--- config.mk ---
export PLATFORM = sky130hd
export DESIGN_NAME = modbus_request_frame_builder
export DESIGN_NICKNAME = d
export VERILOG_FILES = /design/src/sv/mrfb_pkg.sv /design/src/sv/mrfb_front.sv /design/src/sv/mrfb_queue.sv /design/src/sv/mrfb_back.sv /design/src/sv/modbus_request_frame_builder.sv
export SDC_FILE = /design/constraint.sdc
export NUM_CORES = 1
export LEC_CHECK = 0
export BUFFER_PORTS_ARGS = -buffer_cell sky130_fd_sc_hd__buf_4
export CORE_AREA = 5 5 187 189
export CTS_CLUSTER_SIZE = 40
export DETAILED_ROUTE_END_ITERATION = 7
export DIE_AREA = 0 0 192 194
export PLACE_DENSITY = 0.66
export SLEW_MARGIN = 25
export SYNTH_ARGS = -nofsm -noshare
export SYNTH_HDL_FRONTEND = slang
export SYNTH_SLANG_ARGS = --single-unit
--- constraint.sdc ---
create_clock -name clk -period 9.52 [get_ports clk]
set_clock_uncertainty 0.05 [all_clocks]
set_input_delay 0.476 -clock clk [delete_from_list [all_inputs] [get_ports clk]]
set_output_delay 0.476 -clock clk [all_outputs]
set_load 0.05 [all_outputs]
--- src/sv/mrfb_pkg.sv ---
`timescale 1ns / 1ps

package mrfb_pkg;

    localparam int MAX_WRITE_REGS = 123;
    localparam int QUEUE_DEPTH    = 4;

    localparam logic [15:0] CRC_INIT = 16'hFFFF;
    localparam logic [15:0] CRC_POLY = 16'hA001;

    localparam logic [7:0] FC_WRITE_COIL  = 8'd5;
    localparam logic [7:0] FC_WRITE_REG   = 8'd6;
    localparam logic [7:0] FC_WRITE_COILS = 8'd15;
    localparam logic [7:0] FC_WRITE_REGS  = 8'd16;

    localparam logic OP_HEADER  = 1'b0;
    localparam logic OP_PAYLOAD = 1'b1;

    typedef enum logic [1:0] {
        CMD_ERROR,
        CMD_HEADER,
        CMD_WORD
    } cmd_kind_t;

    // One classified request as handed from the front to the back.
    typedef struct packed {
        cmd_kind_t   kind;
        logic        tcp;
        logic        multi;
        logic        close;
        logic [7:0]  tid;
        logic [7:0]  dev;
        logic [7:0]  fc;
        logic [15:0] reg_addr;
        logic [15:0] word;
        logic [7:0]  blen;
    } cmd_t;

endpackage

--- src/sv/mrfb_front.sv ---
`timescale 1ns / 1ps

module mrfb_front
(
    input  logic               clk,
    input  logic               rst_n,
    input  logic               accept,
    input  logic               op,
    input  logic [7:0]         dev_addr,
    input  logic [7:0]         func_code,
    input  logic [15:0]        reg_addr,
    input  logic [7:0]         byte_len,
    input  logic [15:0]        value16,
    input  logic               use_tcp,
    output logic               push,
    output mrfb_pkg::cmd_t     push_cmd
);

    logic [7:0] tid_reg;
    logic [7:0] tid_next;
    logic [6:0] words_left_reg;
    logic [6:0] words_left_next;
    logic       tcp_reg;
    logic       tcp_next;

    logic known;
    logic multi;
    logic bad_len;

    always_comb
    begin
        known   = (func_code inside {[8'd1:8'd6], mrfb_pkg::FC_WRITE_COILS,
                                     mrfb_pkg::FC_WRITE_REGS});
        multi   = (func_code == mrfb_pkg::FC_WRITE_COILS) ||
                  (func_code == mrfb_pkg::FC_WRITE_REGS);
        bad_len = byte_len[0] ||
                  ({1'b0, byte_len} > 9'(2 * mrfb_pkg::MAX_WRITE_REGS));
    end

    always_comb
    begin
        tid_next        = tid_reg;
        words_left_next = words_left_reg;
        tcp_next        = tcp_reg;
        push            = 1'b0;

        push_cmd          = '0;
        push_cmd.kind     = mrfb_pkg::CMD_ERROR;
        push_cmd.tcp      = tcp_reg;
        push_cmd.tid      = tid_reg;
        push_cmd.dev      = dev_addr;
        push_cmd.fc       = func_code;
        push_cmd.reg_addr = reg_addr;
        push_cmd.blen     = byte_len;
        push_cmd.multi    = multi;
        push_cmd.word     = value16;

        if (accept)
        begin
            if (op == mrfb_pkg::OP_PAYLOAD)
            begin
                // A payload word with no write-multiple pending is dropped.
                if (words_left_reg != '0)
                begin
                    push            = 1'b1;
                    push_cmd.kind   = mrfb_pkg::CMD_WORD;
                    push_cmd.close  = (words_left_reg == 7'd1);
                    words_left_next = words_left_reg - 7'd1;
                end
            end
            else
            begin
                push            = 1'b1;
                words_left_next = '0;
                if (!known || (multi && bad_len))
                begin
                    push_cmd.kind = mrfb_pkg::CMD_ERROR;
                end
                else
                begin
                    push_cmd.kind = mrfb_pkg::CMD_HEADER;
                    push_cmd.tcp  = use_tcp;
                    tcp_next      = use_tcp;
                    if (use_tcp)
                    begin
                        tid_next = tid_reg + 8'd1;
                    end
                    if (!((func_code == mrfb_pkg::FC_WRITE_COIL) ||
                          (func_code == mrfb_pkg::FC_WRITE_REG)))
                    begin
                        push_cmd.word = {9'd0, byte_len[7:1]};
                    end
                    if (multi)
                    begin
                        words_left_next = byte_len[7:1];
                        push_cmd.close  = (byte_len[7:1] == '0);
                    end
                    else
                    begin
                        push_cmd.close = 1'b1;
                    end
                end
            end
        end
    end

    always_ff @(posedge clk or negedge rst_n)
    begin
        if (!rst_n)
        begin
            tid_reg        <= '0;
            words_left_reg <= '0;
            tcp_reg        <= 1'b0;
        end
        else
        begin
            tid_reg        <= tid_next;
            words_left_reg <= words_left_next;
            tcp_reg        <= tcp_next;
        end
    end

endmodule

--- src/sv/mrfb_queue.sv ---
`timescale 1ns / 1ps

module mrfb_queue
#(
    parameter int DEPTH = mrfb_pkg::QUEUE_DEPTH
)
(
    input  logic           clk,
    input  logic           rst_n,
    input  logic           push,
    input  mrfb_pkg::cmd_t push_cmd,
    input  logic           pop,
    output mrfb_pkg::cmd_t head,
    output logic           valid,
    output logic           full
);

    localparam int PW = (DEPTH > 1) ? $clog2(DEPTH) : 1;
    localparam int CW = $clog2(DEPTH + 1);

    mrfb_pkg::cmd_t entries_reg [DEPTH];
    logic [PW-1:0]  wr_ptr_reg;
    logic [PW-1:0]  rd_ptr_reg;
    logic [CW-1:0]  count_reg;

    assign head  = entries_reg[rd_ptr_reg];
    assign valid = (count_reg != '0);
    assign full  = (count_reg == CW'(DEPTH));

    always_ff @(posedge clk)
    begin
        if (push)
        begin
            entries_reg[wr_ptr_reg] <= push_cmd;
        end
    end

    always_ff @(posedge clk or negedge rst_n)
    begin
        if (!rst_n)
        begin
            wr_ptr_reg <= '0;
            rd_ptr_reg <= '0;
            count_reg  <= '0;
        end
        else
        begin
            if (push)
            begin
                wr_ptr_reg <= (wr_ptr_reg == PW'(DEPTH - 1)) ? '0 : wr_ptr_reg + PW'(1);
            end
            if (pop)
            begin
                rd_ptr_reg <= (rd_ptr_reg == PW'(DEPTH - 1)) ? '0 : rd_ptr_reg + PW'(1);
            end
            if (push && !pop)
            begin
                count_reg <= count_reg + CW'(1);
            end
            else if (pop && !push)
            begin
                count_reg <= count_reg - CW'(1);
            end
        end
    end

endmodule

--- src/sv/mrfb_back.sv ---
`timescale 1ns / 1ps

module mrfb_back
(
    input  logic           clk,
    input  logic           rst_n,
    input  mrfb_pkg::cmd_t head,
    input  logic           head_valid,
    output logic           pop,
    output logic           out_valid,
    input  logic           out_stall,
    output logic [7:0]     frame_byte,
    output logic           frame_last,
    output logic           error
);

    typedef enum logic [4:0] {
        B_TID, B_Z1, B_Z2, B_Z3, B_LENH, B_LENL,
        B_DEV, B_FC, B_REGH, B_REGL, B_WH, B_WL, B_BCNT,
        B_PH, B_PL, B_CRCL, B_CRCH, B_ERR
    } step_t;

    function automatic logic [15:0] crc_update(input logic [15:0] crc,
                                               input logic [7:0]  b);
        logic [15:0] c;
        c = crc ^ {8'd0, b};
        for (int k = 0; k < 8; k++)
        begin
            c = c[0] ? ((c >> 1) ^ mrfb_pkg::CRC_POLY) : (c >> 1);
        end
        return c;
    endfunction

    mrfb_pkg::cmd_t cur_reg;
    step_t          step_reg;
    step_t          step_next;
    logic           active_reg;
    logic [15:0]    crc_reg;
    logic           out_valid_reg;
    logic [7:0]     byte_reg;
    logic           last_reg;
    logic           err_reg;

    logic        adv;
    logic        is_last;
    logic        crc_en;
    logic [7:0]  cur_byte;
    logic        cur_flag_last;
    logic [8:0]  mbap_len;
    step_t       after_data;
    step_t       start_step;

    assign out_valid  = out_valid_reg;
    assign frame_byte = byte_reg;
    assign frame_last = last_reg;
    assign error      = err_reg;

    assign adv = active_reg && (!out_valid_reg || !out_stall);
    assign pop = head_valid && (!active_reg || (adv && is_last));

    always_comb
    begin
        mbap_len   = cur_reg.multi ? (9'd7 + {1'b0, cur_reg.blen}) : 9'd6;
        // Where a frame goes once its data bytes are out: RTU adds the CRC.
        after_data = B_CRCL;

        case (head.kind)
            mrfb_pkg::CMD_HEADER: start_step = head.tcp ? B_TID : B_DEV;
            mrfb_pkg::CMD_WORD:   start_step = B_PH;
            default:              start_step = B_ERR;
        endcase

        cur_byte      = 8'd0;
        cur_flag_last = 1'b0;
        is_last       = 1'b0;
        step_next     = step_reg;
        crc_en        = 1'b0;

        case (step_reg)
            B_TID:  begin cur_byte = cur_reg.tid;               step_next = B_Z1;   end
            B_Z1:   begin                                       step_next = B_Z2;   end
            B_Z2:   begin                                       step_next = B_Z3;   end
            B_Z3:   begin                                       step_next = B_LENH; end
            B_LENH: begin cur_byte = {7'd0, mbap_len[8]};       step_next = B_LENL; end
            B_LENL: begin cur_byte = mbap_len[7:0];             step_next = B_DEV;  end
            B_DEV:  begin cur_byte = cur_reg.dev;      crc_en = 1'b1; step_next = B_FC;   end
            B_FC:   begin cur_byte = cur_reg.fc;       crc_en = 1'b1; step_next = B_REGH; end
            B_REGH: begin cur_byte = cur_reg.reg_addr[15:8]; crc_en = 1'b1;
                          step_next = B_REGL; end
            B_REGL: begin cur_byte = cur_reg.reg_addr[7:0];  crc_en = 1'b1;
                          step_next = B_WH; end
            B_WH:   begin cur_byte = cur_reg.word[15:8];     crc_en = 1'b1;
                          step_next = B_WL; end
            B_WL, B_BCNT, B_PL:
            begin
                case (step_reg)
                    B_WL:    cur_byte = cur_reg.word[7:0];
                    B_BCNT:  cur_byte = cur_reg.blen;
                    default: cur_byte = cur_reg.word[7:0];
                endcase
                crc_en = 1'b1;
                if ((step_reg == B_WL) && cur_reg.multi)
                begin
                    step_next = B_BCNT;
                end
                else if (cur_reg.close && !cur_reg.tcp)
                begin
                    step_next = after_data;
                end
                else
                begin
                    is_last       = 1'b1;
                    cur_flag_last = cur_reg.close;
                end
            end
            B_PH:   begin cur_byte = cur_reg.word[15:8]; crc_en = 1'b1; step_next = B_PL; end
            B_CRCL: begin cur_byte = crc_reg[7:0];             step_next = B_CRCH; end
            B_CRCH:
            begin
                cur_byte      = crc_reg[15:8];
                cur_flag_last = 1'b1;
                is_last       = 1'b1;
            end
            default:
            begin
                cur_flag_last = 1'b1;
                is_last       = 1'b1;
            end
        endcase

        if (pop)
        begin
            step_next = start_step;
        end
    end

    always_ff @(posedge clk)
    begin
        if (pop)
        begin
            cur_reg <= head;
        end
        if (adv)
        begin
            byte_reg <= cur_byte;
            last_reg <= cur_flag_last;
            err_reg  <= (step_reg == B_ERR);
        end
    end

    always_ff @(posedge clk or negedge rst_n)
    begin
        if (!rst_n)
        begin
            step_reg      <= B_ERR;
            active_reg    <= 1'b0;
            crc_reg       <= mrfb_pkg::CRC_INIT;
            out_valid_reg <= 1'b0;
        end
        else
        begin
            // The sequence only moves when a byte goes out or a new request starts.
            if (adv || pop)
            begin
                step_reg <= step_next;
            end
            if (pop)
            begin
                active_reg <= 1'b1;
            end
            else if (adv && is_last)
            begin
                active_reg <= 1'b0;
            end
            if (adv)
            begin
                out_valid_reg <= 1'b1;
                // The device address byte opens every RTU checksum afresh.
                if (crc_en && !cur_reg.tcp)
                begin
                    crc_reg <= crc_update((step_reg == B_DEV) ? mrfb_pkg::CRC_INIT
                                                              : crc_reg, cur_byte);
                end
            end
            else if (!out_stall)
            begin
                out_valid_reg <= 1'b0;
            end
        end
    end

endmodule

--- src/sv/modbus_request_frame_builder.sv ---
`timescale 1ns / 1ps

// Builds Modbus master request frames, one byte per output request, in
// transmit order. A header request (op = 0) produces its frame bytes: 1
// byte for a rejected request, 8 or 12 bytes for a plain RTU or TCP read
// or single write (CRC or MBAP header included), up to 13 for a
// write-multiple header in TCP framing. Each payload word (op = 1) gives 2
// bytes, plus 2 for the CRC after the last word of an RTU frame. The output
// stage moves one byte per cycle while out_stall is low; a
// queue of QUEUE_DEPTH classified requests sits ahead of it, so input
// requests keep flowing while bytes are stalled at the output, until it fills.
module modbus_request_frame_builder
#(
    parameter int QUEUE_DEPTH = mrfb_pkg::QUEUE_DEPTH
)
(
    input  logic        clk,
    input  logic        rst_n,
    input  logic        in_valid,
    output logic        in_stall,
    input  logic        op,
    input  logic [7:0]  dev_addr,
    input  logic [7:0]  func_code,
    input  logic [15:0] reg_addr,
    input  logic [7:0]  byte_len,
    input  logic [15:0] value16,
    input  logic        use_tcp,
    output logic        out_valid,
    input  logic        out_stall,
    output logic [7:0]  frame_byte,
    output logic        frame_last,
    output logic        error
);

    logic           q_push;
    logic           q_pop;
    logic           q_valid;
    logic           q_full;
    mrfb_pkg::cmd_t q_in;
    mrfb_pkg::cmd_t q_head;

    assign in_stall = q_full;

    mrfb_front u_front
    (
        .clk       (clk),
        .rst_n     (rst_n),
        .accept    (in_valid && !in_stall),
        .op        (op),
        .dev_addr  (dev_addr),
        .func_code (func_code),
        .reg_addr  (reg_addr),
        .byte_len  (byte_len),
        .value16   (value16),
        .use_tcp   (use_tcp),
        .push      (q_push),
        .push_cmd  (q_in)
    );

    mrfb_queue #(.DEPTH(QUEUE_DEPTH)) u_queue
    (
        .clk      (clk),
        .rst_n    (rst_n),
        .push     (q_push),
        .push_cmd (q_in),
        .pop      (q_pop),
        .head     (q_head),
        .valid    (q_valid),
        .full     (q_full)
    );

    mrfb_back u_back
    (
        .clk        (clk),
        .rst_n      (rst_n),
        .head       (q_head),
        .head_valid (q_valid),
        .pop        (q_pop),
        .out_valid  (out_valid),
        .out_stall  (out_stall),
        .frame_byte (frame_byte),
        .frame_last (frame_last),
        .error      (error)
    );

    // A rejected request is always a single closing byte of zero.
    a_error_shape: assert property (@(posedge clk) disable iff (!rst_n)
        (out_valid && error) |-> (frame_last && (frame_byte == 8'd0)))
        else $error("error result without frame_last or with nonzero byte");

    // The front must never write into a full queue.
    a_no_push_full: assert property (@(posedge clk) disable iff (!rst_n)
        q_full |-> !q_push)
        else $error("push into full request queue");

    // The back only takes a request that is actually there.
    a_pop_valid: assert property (@(posedge clk) disable iff (!rst_n)
        q_pop |-> q_valid)
        else $error("pop from empty request queue");

endmodule

# Yosys cells after proc, flatten, opt, wreduce, memory -nomap -nowiden
# Memories as Yosys holds them, arrays and structs flattened.
# Cells that the tools add are included.
dict set report word_totals {
  register_bits 123
  ramBits 276
  input_bits 62
  output_inout_bits 12
  word_cells 173
  n_memories 1
}
dict set report op_classes {
  n_addsub 7
  order_cmp 3
  eq_ne 30
  muxes 57
  n_bitwise 11
  reduce_logical 42
}
# name words word_bits rd rd_clocked_by_memory_dff write_ports line
set mem_list {}
lappend mem_list {u_queue.entries_reg 4 69 1 0 1 mrfb_queue.sv:21} ;# mrfb_pkg::cmd_t entries_reg [DEPTH];
# cell count
set ops {}
lappend ops {{16-bit two-way mux} 13}
lappend ops {{8-bit case mux with 11 select lines} 1}
lappend ops {{5-bit case mux with 14 select lines} 1}
lappend ops {{5-bit by 4-bit == test with 1-bit output, second input constant} 8}
lappend ops {{7-bit two-way mux} 4}
lappend ops {{2-bit inverter with 3-bit output} 8}
lappend ops {{1-bit two-way mux} 22}
lappend ops {{5-bit by 3-bit == test with 1-bit output, second input constant} 4}
lappend ops {{8-bit by 3-bit == test with 1-bit output, second input constant} 2}
lappend ops {{16-bit by 8-bit bitwise XOR with 16-bit output} 1}
lappend ops {{5-bit two-way mux} 3}
lappend ops {{15-bit nonzero test} 1}
lappend ops {{13-bit OR reduction} 1}
lappend ops {{3-bit two-way mux} 4}
lappend ops {{1-bit logical AND} 11}
lappend ops {{5-bit by 2-bit == test with 1-bit output, second input constant} 2}
lappend ops {{5-bit == test, second input constant} 2}
lappend ops {{5-bit case mux with 2 select lines} 1}
lappend ops {{3-bit by 8-bit adder with 9-bit output, first input constant} 1}
lappend ops {{9-bit two-way mux} 1}
lappend ops {{9-bit OR reduction} 1}
lappend ops {{8-bit by 1-bit adder with 8-bit output, second input constant} 1}
lappend ops {{8-bit by 4-bit == test with 1-bit output, second input constant} 1}
lappend ops {{8-bit by 5-bit == test with 1-bit output, second input constant} 1}
lappend ops {{other kinds (30)} 55}

# Depth between registers and ports, before layout
# Gate-level depths: netlist (run 1).
dict set report depth {
  depth_word 20
  depth_mapped 16
  depth_no_buf 13
}

# By module
# Synthesis (run 1) repeated with hierarchy kept, for this count alone.
dict set report unflattened {
  cells_unflattened 958
  hier_area_um2 16773.6
}
# mod instances cells_each area_per_inst_um2
set modules_own_cells {}
lappend modules_own_cells {mrfb_queue 1 398 10448.8}
lappend modules_own_cells {mrfb_back 1 382 4773.3}
lappend modules_own_cells {mrfb_front 1 177 1537.7}
lappend modules_own_cells {modbus_request_frame_builder 1 1 13.8}

# Least setup slack after synthesis (run 1)
# Ideal clock, no wire load.
dict set report synth_timing {
  path_kind {register to register}
  start {register u_back.step_reg[2]}
  end {register u_queue.count_reg[1]}
  arrival_time_ns 4.659
  required_time_ns 9.345
  setup_slack_ns 4.687
  path_stages_with_launch 15
  path_buffers 3
  synth_period_minus_slack_ns 4.833
  path_cell_list {dfrtp_1 -> buf_6 -> buf_2 -> nor2_1 -> nand2_1 -> a21oi_1 -> a21oi_1 -> o21ai_0 -> and2_1 -> clkbuf_1 -> inv_1 -> ha_1 -> inv_1 -> fa_1 -> mux2_2}
}
dict set report synth_between {
  elab_chain_cells 10
  elab_cells_between_ends 29
  cone_classes {eq/ne (15); mux (3); reduce/logical (11)}
}
# item line
set synth_rtl {}
lappend synth_rtl {{from (decl)} mrfb_back.sv:35} ;# step_t step_reg;
lappend synth_rtl {{from (signal assigned)} mrfb_back.sv:165} ;# step_reg <= step_next;
lappend synth_rtl {{parallel branches: the longest is 3 deep, another holds 13-bit OR reduction} --}
lappend synth_rtl {{1-bit case mux with 2 select lines (*)} mrfb_back.sv:79} ;# case (step_reg)
lappend synth_rtl {{1-bit logical AND (*)} mrfb_back.sv:59} ;# assign pop = head_valid && (!active_reg || (adv && is_last));
lappend synth_rtl {{1-bit logical OR (*)} mrfb_back.sv:59}
lappend synth_rtl {{1-bit logical AND (*)} mrfb_back.sv:59}
lappend synth_rtl {{named net q_pop} modbus_request_frame_builder.sv:36} ;# logic q_pop;
lappend synth_rtl {{1-bit zero test} mrfb_queue.sv:56} ;# if (push && !pop)
lappend synth_rtl {{1-bit logical AND} mrfb_queue.sv:56}
lappend synth_rtl {{3-bit two-way mux or 2-bit nonzero test (tied branches)} --}
lappend synth_rtl {{to (signal assigned)} mrfb_queue.sv:58} ;# count_reg <= count_reg + CW'(1);
lappend synth_rtl {{to (signal assigned)} mrfb_queue.sv:62} ;# count_reg <= count_reg - CW'(1);
lappend synth_rtl {{to (decl)} mrfb_queue.sv:24} ;# logic [CW-1:0] count_reg;
# Mark *: on every way through the listed nets, which the timed path passes.
# A chain may end at the register's enable or synchronous reset.

# Worst setup path after layout (run 1)
dict set report layout_timing {
  start {register u_back.step_reg[0]}
  end {register u_queue.count_reg[1]}
}
dict set report layout_between {
  elab_chain_cells 10
  elab_cells_between_ends 29
  cone_classes {eq/ne (15); mux (3); reduce/logical (11)}
}
# item line
set layout_rtl {}
lappend layout_rtl {{parallel branches: the longest is 3 deep, another holds 13-bit OR reduction} --}
lappend layout_rtl {{1-bit case mux with 2 select lines (*)} mrfb_back.sv:79}
lappend layout_rtl {{1-bit logical AND (*)} mrfb_back.sv:59}
lappend layout_rtl {{1-bit logical OR (*)} mrfb_back.sv:59}
lappend layout_rtl {{1-bit logical AND (*)} mrfb_back.sv:59}
lappend layout_rtl {{1-bit zero test} mrfb_queue.sv:56}
lappend layout_rtl {{1-bit logical AND} mrfb_queue.sv:56}
lappend layout_rtl {{3-bit two-way mux or 2-bit nonzero test (tied branches)} --}
# Every way passes the cells marked *.

==> impl_metrics.toml, run 1 <==
[timing]
fin_crit_ns = 3.773
worst_pin_slew_ns = 0.8073
hold_slack_ns = 0.09983
fin_tns_setup_ns = 0
fmax_ghz = 0.2650
hold_viol = 0
setup_viol = 0
relSlewSlack_pct = 46.18
grt_setup_unrepaired = "no"
setup_ws_ns = 5.747
slew_viol_final = 0
finalCritPeriodShare_pct = 39.63

[final_layout]
drive_gt1_share_pct = 26.74
final_nets = 1064
largest_reg_flops = 276
area_delta_synth_final_pct = 15.38
fill_cells = 2519
final_cells = 1469
n_antenna_cell = 0

[synth]
synthCells = 898
synth_nets = 974
synth_edf_count = 353
ys_ff_latch = 399
yosys_most_used_dff = "edfxtp_1"
syn_area_sq_mm = 0.01627
ys_async_sr_fraction_pct = 11.53
synth.avg_cell_area_sq_um = 18.11
synth_cell_type_count = 73
seq_area_frac_synth_pct = 72.38
synth-warning-count = 0

[worst_setup_path]
max_stage_delay_ns = 0.87
end_kind = "flop"
startpoint_type = "flop"
cp_data_arrival_time_ns = 4.13
cp_slowest_cell = "dfstp_2"
required_ns = 9.87
crit_chain = "and2_1 > nand2_1 > a21oi_1 > a21oi_1 > o21ai_0 > and2_4 > buf_16 > inv_1 > ha_1 > inv_1 > fa_1 > mux2_2"
worst-setup-path-type = "flop to flop"
crit_path_max_fanout = 53

[flow_run]
drv_cap = 0

[power_and_ir_drop]
leakage_nw = 6.500
powerDensity_mw_per_mm2 = 343.5
vdd_drop_max_v = 0.0002663

[detailed_routing]
drt_wl_total_mm = 32.97
routed-via-count = 8202
drtIter0Drc = 688
drtPass1Iterations = 5
postRouteAntennaNets = 0
viasPerCell = 5.583
drc = 0
wl_per_cell_microns = 22.44

[placed_design]
pre_cts_ws_ns = 5.610
place_congestion = 0.9361
numPortBuffers = 73
placed_cells = 1391
dp_hpwl_mm = 21.20

[clock_tree]
clockBufferDepth = 3
clk_pin_slew_ns = 0.06
cts_tree = "yes"
h-tree-depth = 2
cts.repair.resized = 0
cts_made_buffers = 41
cts-root-buf = "clkbuf_16"
post_cts_buffers = 0
clk_latency_ns = 0.52
clock_sinks = 399

[global_route]
grt_overflow = 0
grt_start_max_net_pins = 79
antenna_found_initial = 0
grt_pass1_vias = 8450
track_usage_pct = 17.69
grt_pass1_wl_mm = 50.80

[floorplanning]
fp.coreArea_sq_mm = 0.03311
initial_core_util_pct = 49.12
row_count = 67
die_area_sq_mm = 0.03725
die_x_microns = 192
pin_count = 74
die_y_microns = 194

[run_status]
status = "finished clean"

[hold_path]
hold_class = "primary input to flop"
## layout by cell type (no fill, tap or decap), types with 7 or more instances in the layout
| master | count |
|---|---|
| edfxtp_1 | 353 |
| buf_4 | 81 |
| mux4_2 | 69 |
| nor2_1 | 47 |
| clkbuf_16 | 44 |
| nand2_1 | 36 |
| xnor2_1 | 26 |
| dfrtp_1 | 26 |
| o21ai_0 | 25 |
| inv_1 | 22 |
| mux2i_1 | 19 |
| a21oi_1 | 18 |
| dfstp_2 | 18 |
| mux2_2 | 16 |
| and2_1 | 15 |
| ha_1 | 13 |
| xor2_1 | 11 |
| clkbuf_1 | 11 |
| and3_1 | 10 |
| nand2b_1 | 9 |
| nor3_1 | 8 |
| a22oi_1 | 8 |
| or3_1 | 7 |
## worst max-delay path, delay by kind of cell (launching register included)
kind	cells	cell delay, ns
flip-flops	1	0.87
AO/OA/AOI/OAI	3	0.64
AND/OR/NAND/NOR	3	0.75
buffers and inverters	3	0.46
adder cells (fa/ha/maj)	2	0.61
multiplexers	1	0.26
## timing repair
| item | CTS | global route |
|---|---|---|
| endpoints found under the hold margin | 28 | 0 |
| hold buffers | 1 | 0 |
| setup endpoints to repair | 0 | 0 |
## cell usage after synthesis (5+ instances only)
cell      count  share of area (%)
a21oi_1      18               0.55
mux2_2       16                1.1
a22oi_1       8               0.37
nand2_1      36               0.83
nor3_1        8               0.25
nor4_1        6               0.23
buf_6         5               0.35
or3_1         7               0.27
edfxtp_1    353                 65
buf_2         5               0.15
mux4_2       69                9.6
nand3_1       6               0.18
and3_1       10               0.38
nand2b_1      9               0.35
dfstp_2      18                2.9
a221o_1       5               0.31
nor2_1       47                1.1
clkbuf_1     14               0.32
o21ai_0      26               0.80
mux2i_1      19                1.2
xnor2_1      26                1.4
inv_1        22               0.51
buf_1         9               0.21
ha_1         13                1.0
dfrtp_1      28                4.3
a221oi_1      6               0.32
xor2_1       11               0.59
and2_1       20               0.77
## logic make-up (layout without fill, tap and decap cells)
| kind of cell | count (synthesis) | in the layout | share of synthesized area, % |
|---|---|---|---|
| compound gates | 97 | 97 | 4.062 |
| xor+xnor | 42 | 42 | 2.662 |
| fa+ha+maj | 14 | 14 | 1.123 |
| buf+inv | 59 | 182 | 1.700 |
| flops | 399 | 399 | 72.38 |
| mux | 104 | 104 | 11.83 |
| simple gates | 183 | 183 | 6.239 |
## report_power, final
group	internal [W]	total, W	switching, W
registers	0.00250	0.00282	0.000320
clock network	0.00105	0.00168	0.000633
logic	0.000919	0.00194	0.00102
## routing by layer
metal	share of wire [%]	GRT usage [%]
met4	2.3	4.781
met2	48	28.15
met1	45	25.58
met3	4.3	3.133
met5	0	0
## through the flow
stage	util (%)	cell area [sq um]	total power [W]
6_report	56.67	18770	0.006446
5_1_grt	56.67	18770	0.006761
4_1_cts	56.59	18740	0.006496
3_5_place_dp	52.18	17280	0.004793
3_3_place_gp	52.15	17270	0.004766
2_1_floorplan	-	16270	0.004248
## final timing paths
check,start,end,slack [ns],cells after the start
worst max-delay path,u_back.step_reg[0],u_queue.count_reg[1],5.75,12
worst min-delay path,reg_addr[5],u_queue.entries_reg[2][29],0.1,1
worst max register to register,u_back.step_reg[0],u_queue.count_reg[1],5.75,12
worst min register to register,u_queue.count_reg[2],u_queue.count_reg[2],0.46,1
max in group asynchronous,rst_n,u_queue.rd_ptr_reg[0],8.39,2
min in group asynchronous,rst_n,u_front.words_left_reg[0],0.48,2
## area by class of cell
cell class	count	area, sq um	area share [%]
clock inverters	16	239.0	1.273
inverters	23	86.33	0.4600
repair buffers	83	645.6	3.440
clock buffers	60	1211	6.454
multi-input cells	440	4245	22.62
well taps	448	560.5	2.987
flip-flops and latches	399	11780	62.76
Power figures use the tool's default switching activity.
==> inputs of run 2 (changes only) <==
- ABC_AREA: not set -> 1
- CORE_AREA: 5 5 187 189 -> 5 5 189 191
- DIE_AREA: 0 0 192 194 -> 0 0 194 196
- clock period: 9.52 -> 3.5 ns (I/O delays scaled with it)
==> run 2 against run 1 <==
Net effect:
- clock power increased by 150%
- die area increased by 2.1%
- wire length increased by 19%
- first-iteration DRC count increased by 40%
- non-clock buffer count increased by 63
- sequential share of layout area decreased by 2.9 points
- register-to-register slack got worse by 5.3 ns
- global-route usage increased by 2.6 points
- via count increased by 36%
- clock-buffer cell count decreased by 2
- fmax increased by 22%
- critical endpoint is now u_queue.entries_reg[2][9]
- highest routed layer unchanged
==> impl_metrics.toml, run 2 <==
[detailed_routing]
viasPerCell = 5.475
routed-via-count = 11130
drtIter0Drc = 963
postRouteAntennaNets = 0
drt_wl_total_mm = 39.16
drtPass1Iterations = 5
drc = 0
wl_per_cell_microns = 19.27

[placed_design]
numPortBuffers = 73
pre_cts_ws_ns = 0.3796
dp_hpwl_mm = 24.71
place_congestion = 0.9343

[clock_tree]
cts_made_buffers = 41
clock_sinks = 399
h-tree-depth = 2
cts.repair.resized = 0
post_cts_buffers = 0
clk_pin_slew_ns = 0.06
cts-root-buf = "clkbuf_16"
clockBufferDepth = 3
cts_tree = "yes"
clk_latency_ns = 0.54

[timing]
relSlewSlack_pct = 38.50
hold_slack_ns = 0.03568
fin_crit_ns = 3.085
setup_viol = 0
setup_ws_ns = 0.4152
worst_pin_slew_ns = 0.9225
slew_viol_final = 0
hold_viol = 0
fmax_ghz = 0.3242
finalCritPeriodShare_pct = 88.14
grt_setup_unrepaired = "no"

[final_layout]
fill_cells = 2774
layout_commonest_cell = "edfxtp_1"
drive_gt1_share_pct = 14.97
n_antenna_cell = 0
area_delta_synth_final_pct = 17.71
largest_reg_flops = 276
final_nets = 1621
final_cell_mix = "353 x edfxtp_1, 214 x nor2_1, 180 x o21ai_0"

[power_and_ir_drop]
vdd_drop_max_v = 0.0004784
finalPower_w = 0.01716
swShare_pct = 36.58
p_int_w = 0.01088
power_switching_w = 0.006278
powerDensity_mw_per_mm2 = 872.4
leakage_nw = 7.222
pwr-share-comb_pct = 33.9
p_clk_share_pct = 24.4
pwr-share-seq_pct = 41.7

[synth]
synthTopCellsByArea = "edfxtp_1 63%, o21ai_0 5.4%, nor2_1 4.9%"
synthCells = 1413
synth.avg_cell_area_sq_um = 11.83
yosysMostFrequentCell = "edfxtp_1"
synth-warning-count = 0
synth_edf_count = 353
yosys_most_used_dff = "edfxtp_1"
synth_top_area_share_pct = 63.43
synth_nets = 1489
yosysTopAreaCell = "edfxtp_1"
post_synth_most_frequent_cells = "353 x edfxtp_1, 219 x nor2_1, 180 x o21ai_0, 169 x nand2_1, 94 x inv_1"
synth_cell_type_count = 50
seq_area_frac_synth_pct = 70.45
ys_ff_latch = 399
syn_area_sq_mm = 0.01671
ys_async_sr_fraction_pct = 11.53

[global_route]
grt_start_max_net_pins = 76
grtUsageMet2_pct = 33.51
track_usage_pct = 20.27
grt_util_met3_pct = 3.211
grt_overflow = 0
grt_pass1_vias = 10980
grt_pass1_wl_mm = 61.36
busiest_layer = "met2"
antenna_found_initial = 0
use_met1_pct = 28.43

[worst_setup_path]
end_kind = "flop"
worst-setup-path-type = "flop to flop"
required_ns = 3.69
crit_path_start = "u_front.words_left_reg[0]"
cp_data_arrival_time_ns = 3.28
startpoint_type = "flop"
rrSetupSlack_ns = 0.42
reg2reg_from = "u_front.words_left_reg[0]"
crit_path_max_fanout = 14
reg2reg_depth = 9
r2r_end = "u_queue.entries_reg[2][9]"
crit_end = "u_queue.entries_reg[2][9]"

[floorplanning]
die_y_microns = 196
die_x_microns = 194
pin_count = 74
row_count = 68
initial_core_util_pct = 49.23
die_area_sq_mm = 0.03802
fp.coreArea_sq_mm = 0.03395

[hold_path]
hold_class = "primary input to flop"

[run_status]
status = "finished clean"

[flow_run]
drv_cap = 0
run 2: cell types whose count changed after synthesis, sizes merged, moves of 69 or more:
cell / before / now
o21ai: 29 / 186
o22ai: 2 / 71
inv: 22 / 106
nand2: 36 / 182
nor2: 47 / 239
mux4: 69 / 0
run 2: worst min path at each step:
stage	startpoint	to	depth (start not counted)
6_report	value16[4]	u_queue.entries_reg[0][12]	3
5_1_grt	value16[5]	u_queue.entries_reg[0][13]	3
4_1_cts	value16[4]	u_queue.entries_reg[0][12]	3
3_5_place_dp	rst_n	u_queue.count_reg[2]	1
3_3_place_gp	rst_n	u_front.words_left_reg[1]	1
2_1_floorplan	rst_n	u_back.active_reg	0
run 2: power groups by stage:
| stage | Sequential, W | Combinational, W | Clock (W) |
|---|---|---|---|
| finish | 0.00716 | 0.00581 | 0.00419 |
| CTS | 0.00716 | 0.00583 | 0.00426 |
| detailed placement | 0.00724 | 0.00577 | 0 |
| global placement | 0.00723 | 0.00564 | 0 |
| global route | 0.00724 | 0.00647 | 0.00446 |
| floorplan | 0.00724 | 0.00393 | 0 |
run 2: cells by family (layout without fill, tap and decap cells):
group	count (synthesis)	in the layout	synth area share (%)
xor gates and xnor gates	15	15	0.8311
DFF	399	399	70.45
AOI/OAI and AO/OA	306	306	10.19
buffers and inverters	165	329	3.938
muxes	1	1	0.06738
adders and majority gates	14	14	1.093
and+or+nand+nor	513	513	13.43
run 2: layout make-up:
class | count | area (sq um) | share of cell area (%)
clock buffer | 58 | 1120 | 5.692
timing repair buffer | 146 | 1289 | 6.551
clock inverter | 17 | 162.7 | 0.8268
multi-input combinational | 849 | 4344 | 22.08
sequential | 399 | 11780 | 59.87
inverter | 108 | 409.1 | 2.080
tap | 455 | 569.3 | 2.894
run 2: what timing repair did:
action                     4_1_cts  5_1_grt
setup endpoints to repair        0        0
hold buffers                    52        0
hold endpoints to repair       229        0
run 2: critical path, cell delays in order, from the launching register on:
cell and delay (ns):
dfrtp_1 0.35, inv_1 0.09, ha_1 0.23, nand3_1 0.11, or2_2 0.12, nor2_1 0.05, a21oi_1 0.38, clkinv_1 0.50
nor2_4 0.62, buf_4 0.28
run 2: layer usage:
layer  up-vias  part of all wire (%)
met5         -                     0
met4         0                   2.2
met3        55                   5.2
met2       290                    48
met1      5478                    45
li1       5303                     -
run 2: stage by stage:
step,util (%),TNS [ns],instances,instance area (sq um)
global placement,52.63,0,1905,17870
global route,57.95,0,2032,19670
finish,57.95,0,2032,19670
detailed placement,52.63,0,1905,17870
CTS,57.94,0,2032,19670
floorplan,-,-0.4095,1413,16770
==> inputs of run 3 (changes only) <==
- CELL_PAD_IN_SITES_DETAIL_PLACEMENT: not set -> 0
- CELL_PAD_IN_SITES_GLOBAL_PLACEMENT: not set -> 1
- PLACE_DENSITY: 0.66 -> not set
- PLACE_DENSITY_LB_ADDON: not set -> 0.1
==> run 3 against run 2 <==
Net effect:
- critical path depth is 7 higher
- non-clock buffer count is 3 lower
- global-route usage is 0.090 points lower
- highest routed layer unchanged
- critical path type is now primary input to flop
==> impl_metrics.toml, run 3 (same netlist as run 2, synthesis figures left out) <==
[final_layout]
area_delta_synth_final_pct = 18.42
layout_commonest_cell = "edfxtp_1"
multi_input_area_sq_mm = 0.004344
final_nets = 1619
final_util_pct = 58.30
seqCellArea_sq_mm = 0.01178
final_cell_mix = "353 x edfxtp_1, 214 x nor2_1, 180 x o21ai_0"
final_cells = 2031
fill_cells = 2772
largest_reg_flops = 276
drive_gt1_share_pct = 15.61
n_antenna_cell = 0

[clock_tree]
clk_latency_ns = 0.53
postCtsHoldBufs = 51
cts-root-buf = "clkbuf_16"
post_cts_buffers = 0
clock_sinks = 399
h-tree-depth = 2
cts_made_buffers = 42
clk_pin_slew_ns = 0.06
cts.repair.resized = 0
clockBufferDepth = 3
cts_tree = "yes"

[placed_design]
place_congestion = 0.8594
dp_hpwl_mm = 24.57
placed_cells = 1903
numPortBuffers = 73
pre_cts_ws_ns = 0.4787

[timing]
fin_tns_setup_ns = 0
fmax_ghz = 0.3250
relSlewSlack_pct = 47.23
hold_viol = 0
finalCritPeriodShare_pct = 87.91
fin_crit_ns = 3.077
grt_setup_unrepaired = "no"
slew_viol_final = 0
setup_viol = 0
worst_pin_slew_ns = 0.7915
setup_ws_ns = 0.4232
hold_slack_ns = 0.02331

[detailed_routing]
drtIter0Drc = 781
routed-via-count = 10880
drc = 0
drtPass1Iterations = 6
postRouteAntennaNets = 0
wl_per_cell_microns = 19.40
viasPerCell = 5.356
drt_wl_total_mm = 39.40

[flow_run]
drv_cap = 0

[worst_setup_path]
r2r_end = "u_queue.entries_reg[0][31]"
cp_data_arrival_time_ns = 3.32
max_stage_delay_ns = 0.54
worst-setup-path-type = "primary input to flop"
cp_top_family = "buffers and inverters"
cp_slowest_cell = "dlygate4sd3_1"
end_kind = "flop"
reg2reg_depth = 9
startpoint_type = "primary input"
reg2reg_from = "u_front.words_left_reg[0]"
required_ns = 3.74
cpMostUsedCell = "inv_1"
crit_path_max_fanout = 23
rrSetupSlack_ns = 0.50
path_buf_inv = 6
crit_chain = "dlygate4sd3_1 > buf_4 > nor2_1 > inv_1 > nor3_4 > nand4_1 > nand2_1 > inv_1 > nand2_1 > nand3_2 > nor2_4 > inv_1 > a41oi_2 > buf_4 > nor2_1 > a21oi_1"

[floorplanning]
pin_count = 74
fp.coreArea_sq_mm = 0.03395
die_y_microns = 196
die_area_sq_mm = 0.03802
row_count = 68
initial_core_util_pct = 49.23
die_x_microns = 194

[global_route]
grt_pass1_wl_mm = 60.69
grt_overflow = 0
grt_pass1_vias = 10470
busiest_layer = "met2"
grt_util_met3_pct = 2.919
use_met1_pct = 29.25
grtUsageMet2_pct = 33.67
grt_start_max_net_pins = 76
track_usage_pct = 20.18
antenna_found_initial = 0

[power_and_ir_drop]
vdd_drop_max_v = 0.0005069
powerDensity_mw_per_mm2 = 885.5
leakage_nw = 7.287

[hold_path]
worstHoldStart = "use_tcp"
hold_end = "u_front.tid_reg[1]"
hold_class = "primary input to flop"
whs_path_depth = 4

[run_status]
status = "finished clean"
run 3: routing by layer:
metal  part of all wire [%]  vias to the layer above  wire [microns]
met5                      0                        -               0
met4                    1.0                        0             393
met3                    4.1                       35            1599
met2                     49                      201           19110
met1                     46                     5347           18290
li1                       -                     5295               -
run 3: cell type report:
| type | count | area share, % |
|---|---|---|
| Sequential cell | 399 | 59.51 |
| Clock buffer | 60 | 6.063 |
| Timing Repair Buffer | 143 | 6.259 |
| Multi-Input combinational cell | 849 | 21.95 |
| Tap cell | 455 | 2.876 |
| Clock inverter | 17 | 1.271 |
| Inverter | 108 | 2.067 |
run 3: tightest hold or removal path, stage by stage:
cell	delay (ns)
buf_4	0.09
nand2_1	0.14
nand2_1	0.10
nand2_1	0.05
run 3: worst max path at each step:
stage / start / endpoint / slack (ns) / cells past startpoint
finish: func_code[7] / u_queue.entries_reg[1][9] / 0.42 / 16
global placement: func_code[7] / u_queue.entries_reg[3][9] / 0.47 / 15
CTS: func_code[7] / u_queue.entries_reg[1][9] / 0.46 / 16
global route: func_code[7] / u_queue.entries_reg[2][9] / 0.1 / 16
floorplan: u_back.step_reg[0] / u_queue.count_reg[1] / -0.32 / 13
detailed placement: func_code[7] / u_queue.entries_reg[1][9] / 0.48 / 15
run 3: report_power, final:
part           switching, W  internal [W]
Combinational       0.00396       0.00171
Sequential         0.000554       0.00669
Clock               0.00177       0.00284
run 3: stage by stage:
step                instance area, sq um  power, W
CTS                                19790   0.01769
global placement                   17830   0.01295
global route                       19790   0.01860
floorplan                          16770   0.01117
detailed placement                 17830   0.01301
finish                             19790   0.01753
